<file path="config.mk">
export PLATFORM = sky130hd
export DESIGN_NAME = extended_gcd_bezout
export DESIGN_NICKNAME = d
export VERILOG_FILES = /design/src/eeb_pkg.sv /design/src/eeb_divstep.sv /design/src/extended_gcd_bezout.sv
export SDC_FILE = /design/constraint.sdc
export NUM_CORES = 1
export LEC_CHECK = 0
export ABC_AREA = 1
export BUFFER_PORTS_ARGS = -buffer_cell sky130_fd_sc_hd__buf_2
export CORE_MARGIN = 8
export CORE_UTILIZATION = 40
export DETAILED_ROUTE_END_ITERATION = 8
export PLACE_DENSITY = 0.67
export SETUP_SLACK_MARGIN = 0.15
export SYNTH_ARGS = -nofsm -noshare
export SYNTH_HDL_FRONTEND = slang
export SYNTH_SLANG_ARGS = --single-unit
export TNS_END_PERCENT = 50
</file>
<file path="constraint.sdc">
create_clock -name clock -period 22.8 [get_ports clock]
set_input_delay 2.28 -clock clock [delete_from_list [all_inputs] [get_ports clock]]
set_output_delay 2.28 -clock clock [all_outputs]
set_load 0.02 [all_outputs]
</file>
<file path="src/eeb_pkg.sv">
// ----------------------------------------------------------------------------
// eeb_pkg: shared types for the extended GCD block
// Control and status groups passed between the sequencer and the
// shared divide/multiply step unit.
// ----------------------------------------------------------------------------
`default_nettype none

package eeb_pkg;

   // Commands from the sequencer to the step unit
   typedef struct packed {
      logic start;   // load operands and begin one remainder step
   } unit_ctrl_type;

   // Status from the step unit back to the sequencer
   typedef struct packed {
      logic busy;    // iterations in progress
      logic done;    // one-cycle pulse: remainder and products are ready
   } unit_status_type;

endpackage

`default_nettype wire

</file>
<file path="src/eeb_divstep.sv">
// ----------------------------------------------------------------------------
// eeb_divstep: one remainder step of the extended Euclidean algorithm
// Restoring radix-2 division, one quotient bit per cycle, MSB first.
// Each new quotient bit also feeds two Horner accumulators, so that
// q*mult_s and q*mult_t (modulo 2^(WIDTH+1)) are ready with the remainder.
// ----------------------------------------------------------------------------
`default_nettype none

module eeb_divstep #(
   parameter int WIDTH = 32
) (
   input  wire                          clock,
   input  wire                          reset,
   input  eeb_pkg::unit_ctrl_type       ctrl,
   input  wire  [WIDTH-1:0]             dividend,
   input  wire  [WIDTH-1:0]             divisor,
   input  wire  [WIDTH:0]               mult_s,
   input  wire  [WIDTH:0]               mult_t,
   output logic [WIDTH-1:0]             remainder,
   output logic [WIDTH:0]               prod_s,
   output logic [WIDTH:0]               prod_t,
   output eeb_pkg::unit_status_type     status
);

   localparam int CNT_W = $clog2(WIDTH + 1);

   logic [CNT_W-1:0] count_ff, count_in;
   logic             busy_ff, busy_in;
   logic             done_ff, done_in;
   logic [WIDTH-1:0] rem_ff, rem_in;
   logic [WIDTH-1:0] quo_ff, quo_in;
   logic [WIDTH:0]   ps_ff, ps_in;
   logic [WIDTH:0]   pt_ff, pt_in;

   logic [WIDTH:0]   rem_shift;
   logic [WIDTH+1:0] diff;
   logic             qbit;

   // Shift in the next dividend bit and trial-subtract the divisor
   assign rem_shift = {rem_ff, quo_ff[WIDTH-1]};
   assign diff      = {1'b0, rem_shift} - {2'b00, divisor};
   assign qbit      = ~diff[WIDTH+1];

   always_comb begin
      count_in = count_ff;
      busy_in  = busy_ff;
      done_in  = 1'b0;
      rem_in   = rem_ff;
      quo_in   = quo_ff;
      ps_in    = ps_ff;
      pt_in    = pt_ff;
      if (ctrl.start) begin
         count_in = CNT_W'(WIDTH);
         busy_in  = 1'b1;
         rem_in   = '0;
         quo_in   = dividend;
         ps_in    = '0;
         pt_in    = '0;
      end else if (busy_ff) begin
         // Advance one quotient bit and accumulate both products
         rem_in   = qbit ? diff[WIDTH-1:0] : rem_shift[WIDTH-1:0];
         quo_in   = {quo_ff[WIDTH-2:0], qbit};
         ps_in    = {ps_ff[WIDTH-1:0], 1'b0} + (qbit ? mult_s : '0);
         pt_in    = {pt_ff[WIDTH-1:0], 1'b0} + (qbit ? mult_t : '0);
         count_in = count_ff - CNT_W'(1);
         if (count_ff == CNT_W'(1)) begin
            busy_in = 1'b0;
            done_in = 1'b1;
         end
      end
   end

   always_ff @(posedge clock) begin
      if (reset) begin
         busy_ff  <= 1'b0;
         done_ff  <= 1'b0;
         count_ff <= '0;
      end else begin
         busy_ff  <= busy_in;
         done_ff  <= done_in;
         count_ff <= count_in;
      end
      rem_ff <= rem_in;
      quo_ff <= quo_in;
      ps_ff  <= ps_in;
      pt_ff  <= pt_in;
   end

   assign remainder   = rem_ff;
   assign prod_s      = ps_ff;
   assign prod_t      = pt_ff;
   assign status.busy = busy_ff;
   assign status.done = done_ff;

`ifndef SYNTHESIS
   a_rem_below_divisor: assert property (@(posedge clock) disable iff (reset)
      done_ff |-> (rem_ff < divisor))
      else $error("remainder not below divisor at end of step");

   a_done_ends_busy: assert property (@(posedge clock) disable iff (reset)
      done_ff |-> !busy_ff && $past(busy_ff))
      else $error("step done without a preceding iteration");
`endif

endmodule

`default_nettype wire

</file>
<file path="src/extended_gcd_bezout.sv">
// ----------------------------------------------------------------------------
// extended_gcd_bezout: GCD with Bezout coefficients
// Returns g = gcd(|a|,|b|) and x, y with a*x + b*y = g for signed a, b.
//
// Input stream req_*: one transfer carries a and b. Output stream rsp_*:
// one transfer per input carries g, x and y, held in an output register.
// The block takes one item at a time; req_tready is high only while no
// item is in work. A finished result may still wait on rsp_tready while
// the next item is taken.
// Each remainder step runs on the shared bit-serial divider: a check,
// one quotient bit per cycle, then the update of the remainder pairs.
// An item runs n remainder steps; for WIDTH = 32, n is at most 45.
// If b is zero, the item goes from the check state straight to the finish state.
// A stalled receiver holds the finished result in the output register;
// a following item then waits in its final state until the register frees.
// Reset (synchronous, active high) drops any item in work and any
// pending result.
// ----------------------------------------------------------------------------
`default_nettype none

module extended_gcd_bezout #(
   parameter int WIDTH = 32
) (
   input  wire                            clock,
   input  wire                            reset,
   input  wire                            req_tvalid,
   output logic                           req_tready,
   // req_tdata, from bit 0: first_value, second_value, zero padding
   input  wire  [((2*WIDTH+7)/8)*8-1:0]   req_tdata,
   output logic                           rsp_tvalid,
   input  wire                            rsp_tready,
   // rsp_tdata, from bit 0: divisor, coeff_first, coeff_second, zero padding
   output logic [((3*WIDTH+9)/8)*8-1:0]   rsp_tdata
);

   localparam int RSP_W = ((3*WIDTH+9)/8)*8;

   typedef enum logic [1:0] {
      ST_IDLE,
      ST_CHECK,
      ST_DIVIDE,
      ST_FINISH
   } state_type;

   state_type state_ff, state_in;
   logic              rsp_valid_ff, rsp_valid_in;
   logic [RSP_W-1:0]  rsp_data_ff, rsp_data_in;
   logic [WIDTH-1:0]  ra_ff, ra_in;
   logic [WIDTH-1:0]  rb_ff, rb_in;
   logic [WIDTH:0]    sa_ff, sa_in;
   logic [WIDTH:0]    sb_ff, sb_in;
   logic [WIDTH:0]    ta_ff, ta_in;
   logic [WIDTH:0]    tb_ff, tb_in;
   logic              neg_a_ff, neg_a_in;
   logic              neg_b_ff, neg_b_in;

   logic [WIDTH-1:0]  in_a, in_b;
   logic [WIDTH:0]    coeff_x, coeff_y;
   logic              req_fire, out_free;

   eeb_pkg::unit_ctrl_type   unit_ctrl;
   eeb_pkg::unit_status_type unit_status;
   logic [WIDTH-1:0]         unit_rem;
   logic [WIDTH:0]           unit_ps, unit_pt;

   // Shared divide and multiply-accumulate unit
   eeb_divstep #(
      .WIDTH (WIDTH)
   ) u_divstep (
      .clock     (clock),
      .reset     (reset),
      .ctrl      (unit_ctrl),
      .dividend  (ra_ff),
      .divisor   (rb_ff),
      .mult_s    (sb_ff),
      .mult_t    (tb_ff),
      .remainder (unit_rem),
      .prod_s    (unit_ps),
      .prod_t    (unit_pt),
      .status    (unit_status)
   );

   assign in_a     = req_tdata[WIDTH-1:0];
   assign in_b     = req_tdata[2*WIDTH-1:WIDTH];
   assign req_fire = req_tvalid && req_tready;
   assign out_free = !rsp_valid_ff || rsp_tready;

   assign unit_ctrl.start = (state_ff == ST_CHECK) && (rb_ff != '0);

   // Apply operand signs to the magnitude coefficients
   assign coeff_x = neg_a_ff ? (~sa_ff + (WIDTH+1)'(1)) : sa_ff;
   assign coeff_y = neg_b_ff ? (~ta_ff + (WIDTH+1)'(1)) : ta_ff;

   always_comb begin
      state_in     = state_ff;
      rsp_valid_in = rsp_valid_ff;
      rsp_data_in  = rsp_data_ff;
      ra_in        = ra_ff;
      rb_in        = rb_ff;
      sa_in        = sa_ff;
      sb_in        = sb_ff;
      ta_in        = ta_ff;
      tb_in        = tb_ff;
      neg_a_in     = neg_a_ff;
      neg_b_in     = neg_b_ff;

      // Drop the result once the receiver takes the transfer
      if (rsp_valid_ff && rsp_tready) begin
         rsp_valid_in = 1'b0;
      end

      unique case (state_ff)
         ST_IDLE: begin
            if (req_fire) begin
               neg_a_in = in_a[WIDTH-1];
               neg_b_in = in_b[WIDTH-1];
               ra_in    = in_a[WIDTH-1] ? (~in_a + WIDTH'(1)) : in_a;
               rb_in    = in_b[WIDTH-1] ? (~in_b + WIDTH'(1)) : in_b;
               sa_in    = (WIDTH+1)'(1);
               sb_in    = '0;
               ta_in    = '0;
               tb_in    = (WIDTH+1)'(1);
               state_in = ST_CHECK;
            end
         end
         ST_CHECK: begin
            state_in = (rb_ff == '0) ? ST_FINISH : ST_DIVIDE;
         end
         ST_DIVIDE: begin
            // Rotate the remainder and coefficient pairs after one step
            if (unit_status.done) begin
               ra_in    = rb_ff;
               rb_in    = unit_rem;
               sa_in    = sb_ff;
               sb_in    = sa_ff - unit_ps;
               ta_in    = tb_ff;
               tb_in    = ta_ff - unit_pt;
               state_in = ST_CHECK;
            end
         end
         ST_FINISH: begin
            if (out_free) begin
               rsp_data_in  = RSP_W'({coeff_y, coeff_x, ra_ff});
               rsp_valid_in = 1'b1;
               state_in     = ST_IDLE;
            end
         end
         default: begin
            state_in = ST_IDLE;
         end
      endcase
   end

   always_ff @(posedge clock) begin
      if (reset) begin
         state_ff     <= ST_IDLE;
         rsp_valid_ff <= 1'b0;
      end else begin
         state_ff     <= state_in;
         rsp_valid_ff <= rsp_valid_in;
      end
      rsp_data_ff <= rsp_data_in;
      ra_ff       <= ra_in;
      rb_ff       <= rb_in;
      sa_ff       <= sa_in;
      sb_ff       <= sb_in;
      ta_ff       <= ta_in;
      tb_ff       <= tb_in;
      neg_a_ff    <= neg_a_in;
      neg_b_ff    <= neg_b_in;
   end

   assign req_tready = (state_ff == ST_IDLE);
   assign rsp_tvalid = rsp_valid_ff;
   assign rsp_tdata  = rsp_data_ff;

`ifndef SYNTHESIS
   a_done_in_divide: assert property (@(posedge clock) disable iff (reset)
      unit_status.done |-> (state_ff == ST_DIVIDE))
      else $error("step unit finished outside the divide state");

   a_unit_idle_on_check: assert property (@(posedge clock) disable iff (reset)
      (state_ff == ST_CHECK) |-> !unit_status.busy)
      else $error("step unit still busy when a new step is checked");

   a_result_loaded: assert property (@(posedge clock) disable iff (reset)
      (state_ff == ST_FINISH) && out_free |=> rsp_tvalid && (state_ff == ST_IDLE))
      else $error("finished item not moved to the output register");
`endif

endmodule

`default_nettype wire

</file>
==> results of run 1 <==
per-stage QoR:
| stage | worst slack [ns] | utilization (%) | cells |
|---|---|---|---|
| floorplan | 5.75 | - | 3667 |
| global placement | 17.71 | 42.6 | 4709 |
| detailed placement | 17.59 | 42.6 | 4709 |
| CTS | 17.57 | 45.0 | 4801 |
| global route | 17.10 | 45.0 | 4803 |
| finish | 17.57 | 45.0 | 4803 |
state kept, by name (all words and copies together) (netlist names), 2 cells and up:
name and flops:
state_ff 2, u_divstep.remainder 32, u_divstep.count_ff 6, u_divstep.prod_t 33
rb_ff 32, sb_ff 33, ta_ff 33, tb_ff 33
ra_ff 32, rsp_tdata 98, u_divstep.quo_ff 32, u_divstep.prod_s 33
sa_ff 33
layer usage:
layer  global-route usage, %  routed length, um  share of wire (%)
met4                    6.79               2650                3.2
met5                       0                 13              0.016
met2                    33.5              39200                 47
met1                    25.8              36400                 44
met3                    2.58               4390                5.3
worst paths after layout:
kind	from	end	slack, ns	cells past startpoint
worst max register to register	rb_ff[16]	u_divstep.prod_t[23]	17.57	21
worst min-delay path	ra_ff[2]	rsp_tdata[2]	0.45	0
worst max-delay path	rb_ff[16]	u_divstep.prod_t[23]	17.57	21
worst min register to register	ra_ff[2]	rsp_tdata[2]	0.45	0
cells by family (layout without fill, tap and decap cells):
logic type / count (synthesis) / in the layout / share of synthesized area [%]
compound gates: 729 / 729 / 14.3
xor+xnor: 152 / 152 / 4.67
fa+ha+maj: 169 / 169 / 7.54
buf+inv: 534 / 718 / 7.50
flops: 437 / 437 / 42.2
other cells: 1 / 8 / 0.0131
simple gates: 1640 / 1640 / 23.8
power by group:
group / switching (W) / total, W / internal (W)
combinational: 0.000843 / 0.00124 / 0.000394
clock: 0.000347 / 0.000839 / 0.000492
sequential: 0.0000731 / 0.00105 / 0.000975
total: 0.00126 / 0.00312 / 0.00186
critical path, stage by stage, from the launching register on:
cell	delay, ns
sky130_fd_sc_hd__edfxtp_1	0.38
sky130_fd_sc_hd__inv_1	0.07
sky130_fd_sc_hd__ha_1	0.36
sky130_fd_sc_hd__a21oi_1	0.19
sky130_fd_sc_hd__o21ai_0	0.17
sky130_fd_sc_hd__a21oi_1	0.18
sky130_fd_sc_hd__nand2_2	0.11
sky130_fd_sc_hd__nand2_2	0.08
sky130_fd_sc_hd__nand2_4	0.38
sky130_fd_sc_hd__inv_2	0.75
sky130_fd_sc_hd__buf_4	0.52
sky130_fd_sc_hd__nor2_1	0.08
sky130_fd_sc_hd__ha_1	0.35
sky130_fd_sc_hd__nand2_1	0.10
sky130_fd_sc_hd__o21ai_0	0.24
sky130_fd_sc_hd__a21oi_1	0.12
sky130_fd_sc_hd__o21ai_0	0.50
sky130_fd_sc_hd__nand3_1	0.14
sky130_fd_sc_hd__nand2_1	0.12
sky130_fd_sc_hd__nand2_1	0.05
sky130_fd_sc_hd__nand2_1	0.05
sky130_fd_sc_hd__o22ai_1	0.07
cells in the final DEF, fill, tap and decap left out, drive strengths merged, types with 70 or more instances in the layout:
cell,instances
xor2,102
clkbuf,70
nor2,511
edfxtp,328
a21oi,284
dfxtp,109
nand3,175
inv,448
ha,164
nand2,798
buf,181
o21ai,300
area by class of cell:
| type | instances | area share, % |
|---|---|---|
| Antenna cell | 2 | 0.0157 |
| Clock buffer | 70 | 4.44 |
| Clock inverter | 22 | 0.811 |
| Inverter | 445 | 5.24 |
| Multi-Input combinational cell | 2696 | 45.1 |
| Sequential cell | 437 | 37.7 |
| Tap cell | 950 | 3.72 |
| Timing Repair Buffer | 181 | 2.98 |
==> flow_metrics.tcl, run 1 <==
set metrics [dict create \
    yosysMostFrequentCell "sky130_fd_sc_hd__nand2_1" \
    rsz_0062_raised_after_global_routing "no" \
    fin_skew_ns 0.0310 \
    max_cap_violations 0 \
    worst_pin_slew_ns 1.12 \
    cts_hold_repair.buffers 0 \
    tritoncts.num_buffers 50 \
    core_region_area_mm2 0.0710 \
    power_leakage_nw 13.6 \
    powerDensity_mw_per_mm2 97.8 \
    power.total_w 0.00312 \
    finalCriticalPeriod_ns 5.23 \
    detailed_placement_hpwl_um 62100 \
    finalWeightedCongestion 0.954 \
    post-route-cell-area_mm2 0.0319 \
    clk_path_buf_depth 3 \
    synth_cell_type_count 57 \
    yosys_warnings 0 \
    synth_largest_type_area_fraction_pct 34.5 \
    average_via_count_per_standard_cell 5.26 \
    overall_fraction_of_global_route_tracks_in_use_pct 19.8 \
    layout-drive-gt1-share_pct 8.39 \
    ctsResizeCount 0 \
    std_cell_rows 98 \
    grt_pass1_vias 24136 \
    synth_area_leader_cell "sky130_fd_sc_hd__edfxtp_1" \
    finalSetupViolations 0 \
    synth.ff_latch_count 437 \
    drcViolationCount 0 \
    worst_hold_path_type "reg2reg" \
    postSynth.topFlopCell "sky130_fd_sc_hd__edfxtp_1" \
    achievable-frequency_ghz 0.191 \
    post_cts.repair.setup_buffers 0 \
    pin_count_of_the_biggest_net_entering_global_routing 152 \
    nNetsFinal 4048 \
    clkSinkCount 437 \
    slew_viol_final 0 \
    synth-seq-area-share_pct 42.2 \
    synth_area_mm2 0.0285 \
    design.portCount 174 \
    dieArea_mm2 0.0801 \
    timing.slew.headroom_pct 24.7 \
    worst_setup_path_end_kind "register" \
    insertion_delay_ns 0.61 \
    final_min_period_over_clock_period_pct 22.9 \
    wirelength_per_cell_um 17.2 \
    fp.dieH_um 283 \
    totalNegativeSetupSlack_ns 0 \
    num_vias 25250 \
    run_status "finished clean" \
    maximum_level_of_the_cts_h_tree 2 \
    grt_first_pass_wirelength_um 130000 \
    cts-root-buf "sky130_fd_sc_hd__clkbuf_16" \
    synth.avg_cell_area_um2 7.79 \
    criticalPathCategory "reg2reg" \
    syn_to_final_growth_pct 12.0 \
    iteration_0_drc_count_of_the_detailed_router 1953 \
    detail-route-antenna-nets 0 \
    yosys-top-cells-area "sky130_fd_sc_hd__edfxtp_1, sky130_fd_sc_hd__nand2_1, sky130_fd_sc_hd__dfxtp_1" \
    regArea_mm2 0.0120 \
    clk_pin_slew_ns 0.07 \
    die_w_um 283 \
    worstPathMaxFanout 61 \
    startpoint_type_of_the_worst_setup_path "register" \
    worst_ep_arrival_time_ns 5.70 \
    multiInputGateArea_mm2 0.0144 \
    netlist_top_cells_count "sky130_fd_sc_hd__nand2_1, sky130_fd_sc_hd__nor2_1, sky130_fd_sc_hd__inv_1, sky130_fd_sc_hd__edfxtp_1, sky130_fd_sc_hd__a21oi_1" \
    n_fill_cell 7056 \
    postSynth.asyncResetShare_pct 0 \
    clock_tree_from_tritoncts "built" \
    cp_data_required_time_ns 23.27 \
    peakVddDrop_mv 0.0614 \
    grt_antenna_before_repair 3 \
    overflow_left_after_global_routing 0 \
    finalWirelength_um 82700 \
    drt_first_pass_iters 8 \
    initial_core_util_pct 40.2 \
    placedInstanceArea_mm2 0.0303 \
    buffer_ports.inserted 167 \
    synth_edf_count 328 \
    final-hold-violation-count 0 \
    syn-instance-count 3662 \
    final.hold.worst_slack_ns 0.449 \
]
Power figures use the tool's default switching activity.
==> run 2, diff against run 1 <==
Clock period 22.8 ns to 5.2 ns, I/O delays scaled along.
==> flow_metrics.tcl, run 2 (synthesis gave the netlist of run 1 again) <==
set metrics [dict create \
    rsz_0062_raised_after_global_routing "no" \
    place_ws_ns 1.01 \
    power_switching_share_pct 40.5 \
    average_via_count_per_standard_cell 5.22 \
    overflow_left_after_global_routing 0 \
    layout.cells.most_common "sky130_fd_sc_hd__nand2_1" \
    peakVddDrop_mv 0.288 \
    portion_of_total_power_attributed_to_sequential_cells_pct 33.3 \
    timing.slew.headroom_pct 23.7 \
    die_w_um 283 \
    ctsResizeCount 0 \
    finalSetupViolations 0 \
    run_status "finished clean" \
    clk_path_buf_depth 3 \
    largest_reg_flops 98 \
    slew_viol_final 0 \
    cts_hold_repair.buffers 0 \
    fin_skew_ns 0.0185 \
    drcViolationCount 0 \
    criticalPathCategory "reg2reg" \
    maximum_level_of_the_cts_h_tree 2 \
    detail-route-antenna-nets 0 \
    worst_pin_slew_ns 1.14 \
    grt_first_pass_wirelength_um 131000 \
    startpoint_type_of_the_worst_setup_path "register" \
    layout-drive-gt1-share_pct 8.70 \
    syn_to_final_growth_pct 12.3 \
    internal_power_w 0.00820 \
    powerDensity_mw_per_mm2 431 \
    layout.cells.most_common_list "sky130_fd_sc_hd__nand2_1, sky130_fd_sc_hd__nor2_1, sky130_fd_sc_hd__inv_1" \
    cts-root-buf "sky130_fd_sc_hd__clkbuf_16" \
    num_vias 25093 \
    detailed_placement_hpwl_um 62700 \
    finish.utilization_pct 45.1 \
    design.portCount 174 \
    achievable-frequency_ghz 0.236 \
    core_region_area_mm2 0.0710 \
    std_cell_rows 98 \
    worst_hold_path_type "in2reg" \
    iteration_0_drc_count_of_the_detailed_router 2197 \
    post_cts.repair.setup_buffers 0 \
    tritoncts.num_buffers 51 \
    max_cap_violations 0 \
    pin_count_of_the_biggest_net_entering_global_routing 124 \
    final-hold-violation-count 0 \
    pwr-share-clk_pct 26.9 \
    cp_data_required_time_ns 5.75 \
    worstPathMaxFanout 20 \
    cp.buffers_inverters 4 \
    clock_tree_from_tritoncts "built" \
    insertion_delay_ns 0.61 \
    grt_pass1_vias 24491 \
    finalWirelength_um 82200 \
    overall_fraction_of_global_route_tracks_in_use_pct 19.7 \
    setup_ws_ns 0.956 \
    worst_setup_path_end_kind "register" \
    dieArea_mm2 0.0801 \
    drt_first_pass_iters 6 \
    worst_path_max_delay_cell "sky130_fd_sc_hd__fa_1" \
    initial_core_util_pct 40.2 \
    buffer_ports.inserted 167 \
    critPathMaxStageDelay_ns 0.41 \
    cp_top_family "compound AO/OA/AOI/OAI gates" \
    power_leakage_nw 13.7 \
    clk_pin_slew_ns 0.07 \
    worst_ep_arrival_time_ns 4.79 \
    clkSinkCount 437 \
    final_min_period_over_clock_period_pct 81.6 \
    fp.dieH_um 283 \
    wirelength_per_cell_um 17.1 \
    power_frac_comb_pct 39.9 \
    p_switching_w 0.00559 \
    grt_antenna_before_repair 2 \
    finalCriticalPeriod_ns 4.24 \
    totalNegativeSetupSlack_ns 0 \
    finalWeightedCongestion 0.955 \
    crit_path_cell_trace "inv_1 > ha_1 > a21oi_1 > o21ai_0 > a21oi_1 > nand2_2 > nand2_2 > nand2_4 > inv_2 > buf_4 > nor2_1 > ha_1 > fa_1 > nand2_1 > o21ai_1 > a21oi_1 > o21ai_1 > and2_1 > o21ai_1 > o211ai_1 > inv_1" \
    nNetsFinal 4054 \
]
==> run 2: cell count changes in the layout (fill, tap and decap cells not counted), sizes merged <==
cell | previous run | this run
clkbuf | 70 | 66
clkinvlp | 1 | 2
buf | 181 | 186
clkinv | 13 | 20
diode | 2 | 1
==> run 2: layout make-up <==
type,instances,area [um^2]
Fill cell,7038,39000
Multi-Input combinational cell,2696,14400
Sequential cell,437,12000
Inverter,445,1670
Clock buffer,66,1400
Tap cell,950,1190
Timing Repair Buffer,186,1000
Clock inverter,30,314
Antenna cell,1,2.50
==> run 2: layer usage <==
metal  part of all wire [%]  GRT usage (%)  up-vias  wire length [um]
met2                     47           33.5      715             38600
met4                    3.5           7.16        0              2910
met3                    5.2           2.58      165              4250
met5                      0              0        -                 0
met1                     44           25.7    11588             36500
li1                       -              -    12625                 -
==> run 2: per-stage QoR <==
| step | cell area (um^2) | total power, W | hold WS [ns] | std cells |
|---|---|---|---|---|
| 2_1_floorplan | 28600 | 0.00866 | 0.426 | 3667 |
| 3_3_place_gp | 30300 | 0.0100 | 0.432 | 4714 |
| 3_5_place_dp | 30300 | 0.0101 | 0.435 | 4714 |
| 4_1_cts | 32000 | 0.0138 | 0.168 | 4810 |
| 5_1_grt | 32000 | 0.0147 | 0.186 | 4811 |
| 6_report | 32000 | 0.0138 | 0.204 | 4811 |
==> run 2: worst paths after layout <==
path,startpoint,to,slack [ns],depth (start not counted)
setup / recovery,rb_ff[16],u_divstep.prod_s[15],0.96,21
hold / removal,reset,u_divstep.busy_ff,0.20,2
setup reg to reg,rb_ff[16],u_divstep.prod_s[15],0.96,21
hold reg to reg,ra_ff[6],rsp_tdata[6],0.45,0
==> run 2: power groups by stage <==
stage	logic, W	registers [W]	clock network [W]
floorplan	0.00409	0.00457	0
finish	0.00550	0.00459	0.00371
global placement	0.00539	0.00465	0
global route	0.00618	0.00464	0.00390
CTS	0.00545	0.00458	0.00379
detailed placement	0.00542	0.00466	0
==> run 2: worst reg2reg max path, stage by stage (launching register included) <==
cell	delay (ns)
sky130_fd_sc_hd__edfxtp_1	0.38
sky130_fd_sc_hd__inv_1	0.06
sky130_fd_sc_hd__ha_1	0.36
sky130_fd_sc_hd__a21oi_1	0.20
sky130_fd_sc_hd__o21ai_0	0.20
sky130_fd_sc_hd__a21oi_1	0.19
sky130_fd_sc_hd__nand2_2	0.12
sky130_fd_sc_hd__nand2_2	0.09
sky130_fd_sc_hd__nand2_4	0.05
sky130_fd_sc_hd__inv_2	0.24
sky130_fd_sc_hd__buf_4	0.31
sky130_fd_sc_hd__nor2_1	0.08
sky130_fd_sc_hd__ha_1	0.21
sky130_fd_sc_hd__fa_1	0.41
sky130_fd_sc_hd__nand2_1	0.11
sky130_fd_sc_hd__o21ai_1	0.12
sky130_fd_sc_hd__a21oi_1	0.33
sky130_fd_sc_hd__o21ai_1	0.24
sky130_fd_sc_hd__and2_1	0.20
sky130_fd_sc_hd__o21ai_1	0.12
sky130_fd_sc_hd__o211ai_1	0.10
sky130_fd_sc_hd__inv_1	0.09
==> run 3, diff against run 2 <==
Settings changed: PLACE_DENSITY 0.67 to 0.69.
Clock period 5.2 ns to 3.55 ns, I/O delays scaled along.
==> flow_metrics.tcl, run 3 (synthesis gave the netlist of run 1 again) <==
set metrics [dict create \
    dieArea_mm2 0.0801 \
    cts_hold_repair.buffers 0 \
    achievable-frequency_ghz 0.285 \
    clkSinkCount 437 \
    overall_fraction_of_global_route_tracks_in_use_pct 20.0 \
    insertion_delay_ns 0.60 \
    largest_reg_flops 98 \
    detailed_placement_hpwl_um 62500 \
    overflow_left_after_global_routing 0 \
    tritoncts.num_buffers 50 \
    worst_pin_slew_ns 0.991 \
    final.hold.worst_slack_ns 0.0535 \
    fp.dieH_um 283 \
    hold_path_startpoint "reset" \
    clock_tree_from_tritoncts "built" \
    worst_path_max_delay_cell "sky130_fd_sc_hd__edfxtp_1" \
    slew_viol_final 0 \
    syn_to_final_growth_pct 26.7 \
    die_w_um 283 \
    grt_pass1_vias 25447 \
    run_status "finished clean" \
    clk_path_buf_depth 3 \
    std_cell_rows 98 \
    layout.cells.most_common "sky130_fd_sc_hd__nand2_1" \
    worst_hold_path_type "in2reg" \
    detail-route-antenna-nets 0 \
    crit-reg2reg-launch "rb_ff[12]" \
    final_min_period_over_clock_period_pct 98.7 \
    powerDensity_mw_per_mm2 646 \
    crit_path_cell_trace "inv_2 > ha_4 > nand2_2 > buf_4 > nor3_4 > nand2_2 > nand2_4 > nand2_4 > nand2_4 > clkinv_8 > buf_16 > nor2_1 > ha_1 > a21oi_1 > o21ai_1 > a21oi_1 > nand2_2 > buf_4 > a21oi_4 > nand3_1 > nand3_1 > nand2_1" \
    finalSetupViolations 0 \
    cp_data_required_time_ns 4.03 \
    fin_skew_ns 0.0178 \
    rsz_0062_raised_after_global_routing "yes" \
    finalWeightedCongestion 0.961 \
    startpoint_type_of_the_worst_setup_path "register" \
    grt_first_pass_wirelength_um 133000 \
    design.portCount 174 \
    worst_ep_arrival_time_ns 3.99 \
    critPathMaxStageDelay_ns 0.39 \
    finalWirelength_um 87200 \
    finalCriticalPeriod_ns 3.50 \
    initial_core_util_pct 40.2 \
    cts-root-buf "sky130_fd_sc_hd__clkbuf_16" \
    buffer_ports.inserted 167 \
    wirelength_per_cell_um 17.1 \
    layout.cells.most_common_list "sky130_fd_sc_hd__nand2_1, sky130_fd_sc_hd__nor2_1, sky130_fd_sc_hd__inv_1" \
    max_cap_violations 0 \
    iteration_0_drc_count_of_the_detailed_router 2304 \
    post-place-cells 4938 \
    grt_antenna_before_repair 6 \
    finish.utilization_pct 50.9 \
    final_cell_count_no_fill 5104 \
    clk_pin_slew_ns 0.06 \
    core_region_area_mm2 0.0710 \
    final-hold-violation-count 0 \
    average_via_count_per_standard_cell 5.24 \
    drcViolationCount 0 \
    worst_setup_path_end_kind "register" \
    maximum_level_of_the_cts_h_tree 2 \
    num_vias 26750 \
    pin_count_of_the_biggest_net_entering_global_routing 150 \
    drt_first_pass_iters 6 \
    startpoint "rb_ff[12]" \
    nNetsFinal 4345 \
    worstPathMaxFanout 12 \
    power_leakage_nw 15.3 \
    layout-drive-gt1-share_pct 22.7 \
    peakVddDrop_mv 0.378 \
    timing.slew.headroom_pct 34.0 \
    criticalPathCategory "reg2reg" \
    totalNegativeSetupSlack_ns 0 \
]
[run 3: cell count changes in the layout (fill, tap and decap cells not counted), sizes merged]
cell,delta
clkinv,+5
diode,+4
bufinv,-1
clkbuf,-6
buf,+291
[run 3: through the flow]
stage	setup WS, ns	total power [W]	cell area (um^2)
2_1_floorplan	-0.685	0.0127	28600
3_5_place_dp	-0.125	0.0158	32100
6_report	0.0455	0.0233	36100
5_1_grt	-0.125	0.0247	36100
3_3_place_gp	-0.0930	0.0156	32100
4_1_cts	0.111	0.0218	34400
[run 3: cell type report]
type / count / area [um^2]
Fill cell: 6533 / 34900
Multi-Input combinational cell: 2696 / 16200
Clock buffer: 59 / 1360
Tap cell: 950 / 1190
Inverter: 445 / 1690
Sequential cell: 437 / 12000
Antenna cell: 5 / 12.5
Clock inverter: 34 / 282
Timing Repair Buffer: 478 / 3410
[run 3: critical path, delay by kind of cell (launching register included)]
kind	cells	cell delay [ns]
AND/OR/NAND/NOR	11	1.00
AO/OA/AOI/OAI	4	0.81
buffers and inverters	5	0.61
adder cells (fa/ha/maj)	2	0.56
flip-flops	1	0.39
[run 3: worst paths after layout]
| kind | end | slack, ns | depth (start not counted) |
|---|---|---|---|
| worst min register to register | rsp_tdata[28] | 0.45 | 0 |
| worst min-delay path | state_ff[0] | 0.05 | 2 |
| worst max-delay path | u_divstep.prod_s[32] | 0.05 | 22 |
| worst max register to register | u_divstep.prod_s[32] | 0.05 | 22 |
[run 3: repair_timing]
item                                    4_1_cts  5_1_grt
gates resized for setup                     114      345
buffers inserted                             27       38
endpoints found under the setup margin       42       54
gates cloned                                  2        1
pin swaps                                    33      121
[run 3: power breakdown]
group / total, W / internal [W] / leakage [nW] / switching [W]
sequential: 0.00680 / 0.00626 / 4.02 / 0.000538
clock: 0.00526 / 0.00302 / 0.807 / 0.00224
combinational: 0.0113 / 0.00463 / 10.5 / 0.00666
[run 3: layer usage]
layer	up-vias	wire length [um]	global-route usage, %
met5	-	13	0
met4	2	2690	7.10
met2	831	42900	34.7
met3	174	4410	2.54
met1	12533	37200	25.6
li1	13210	-	-
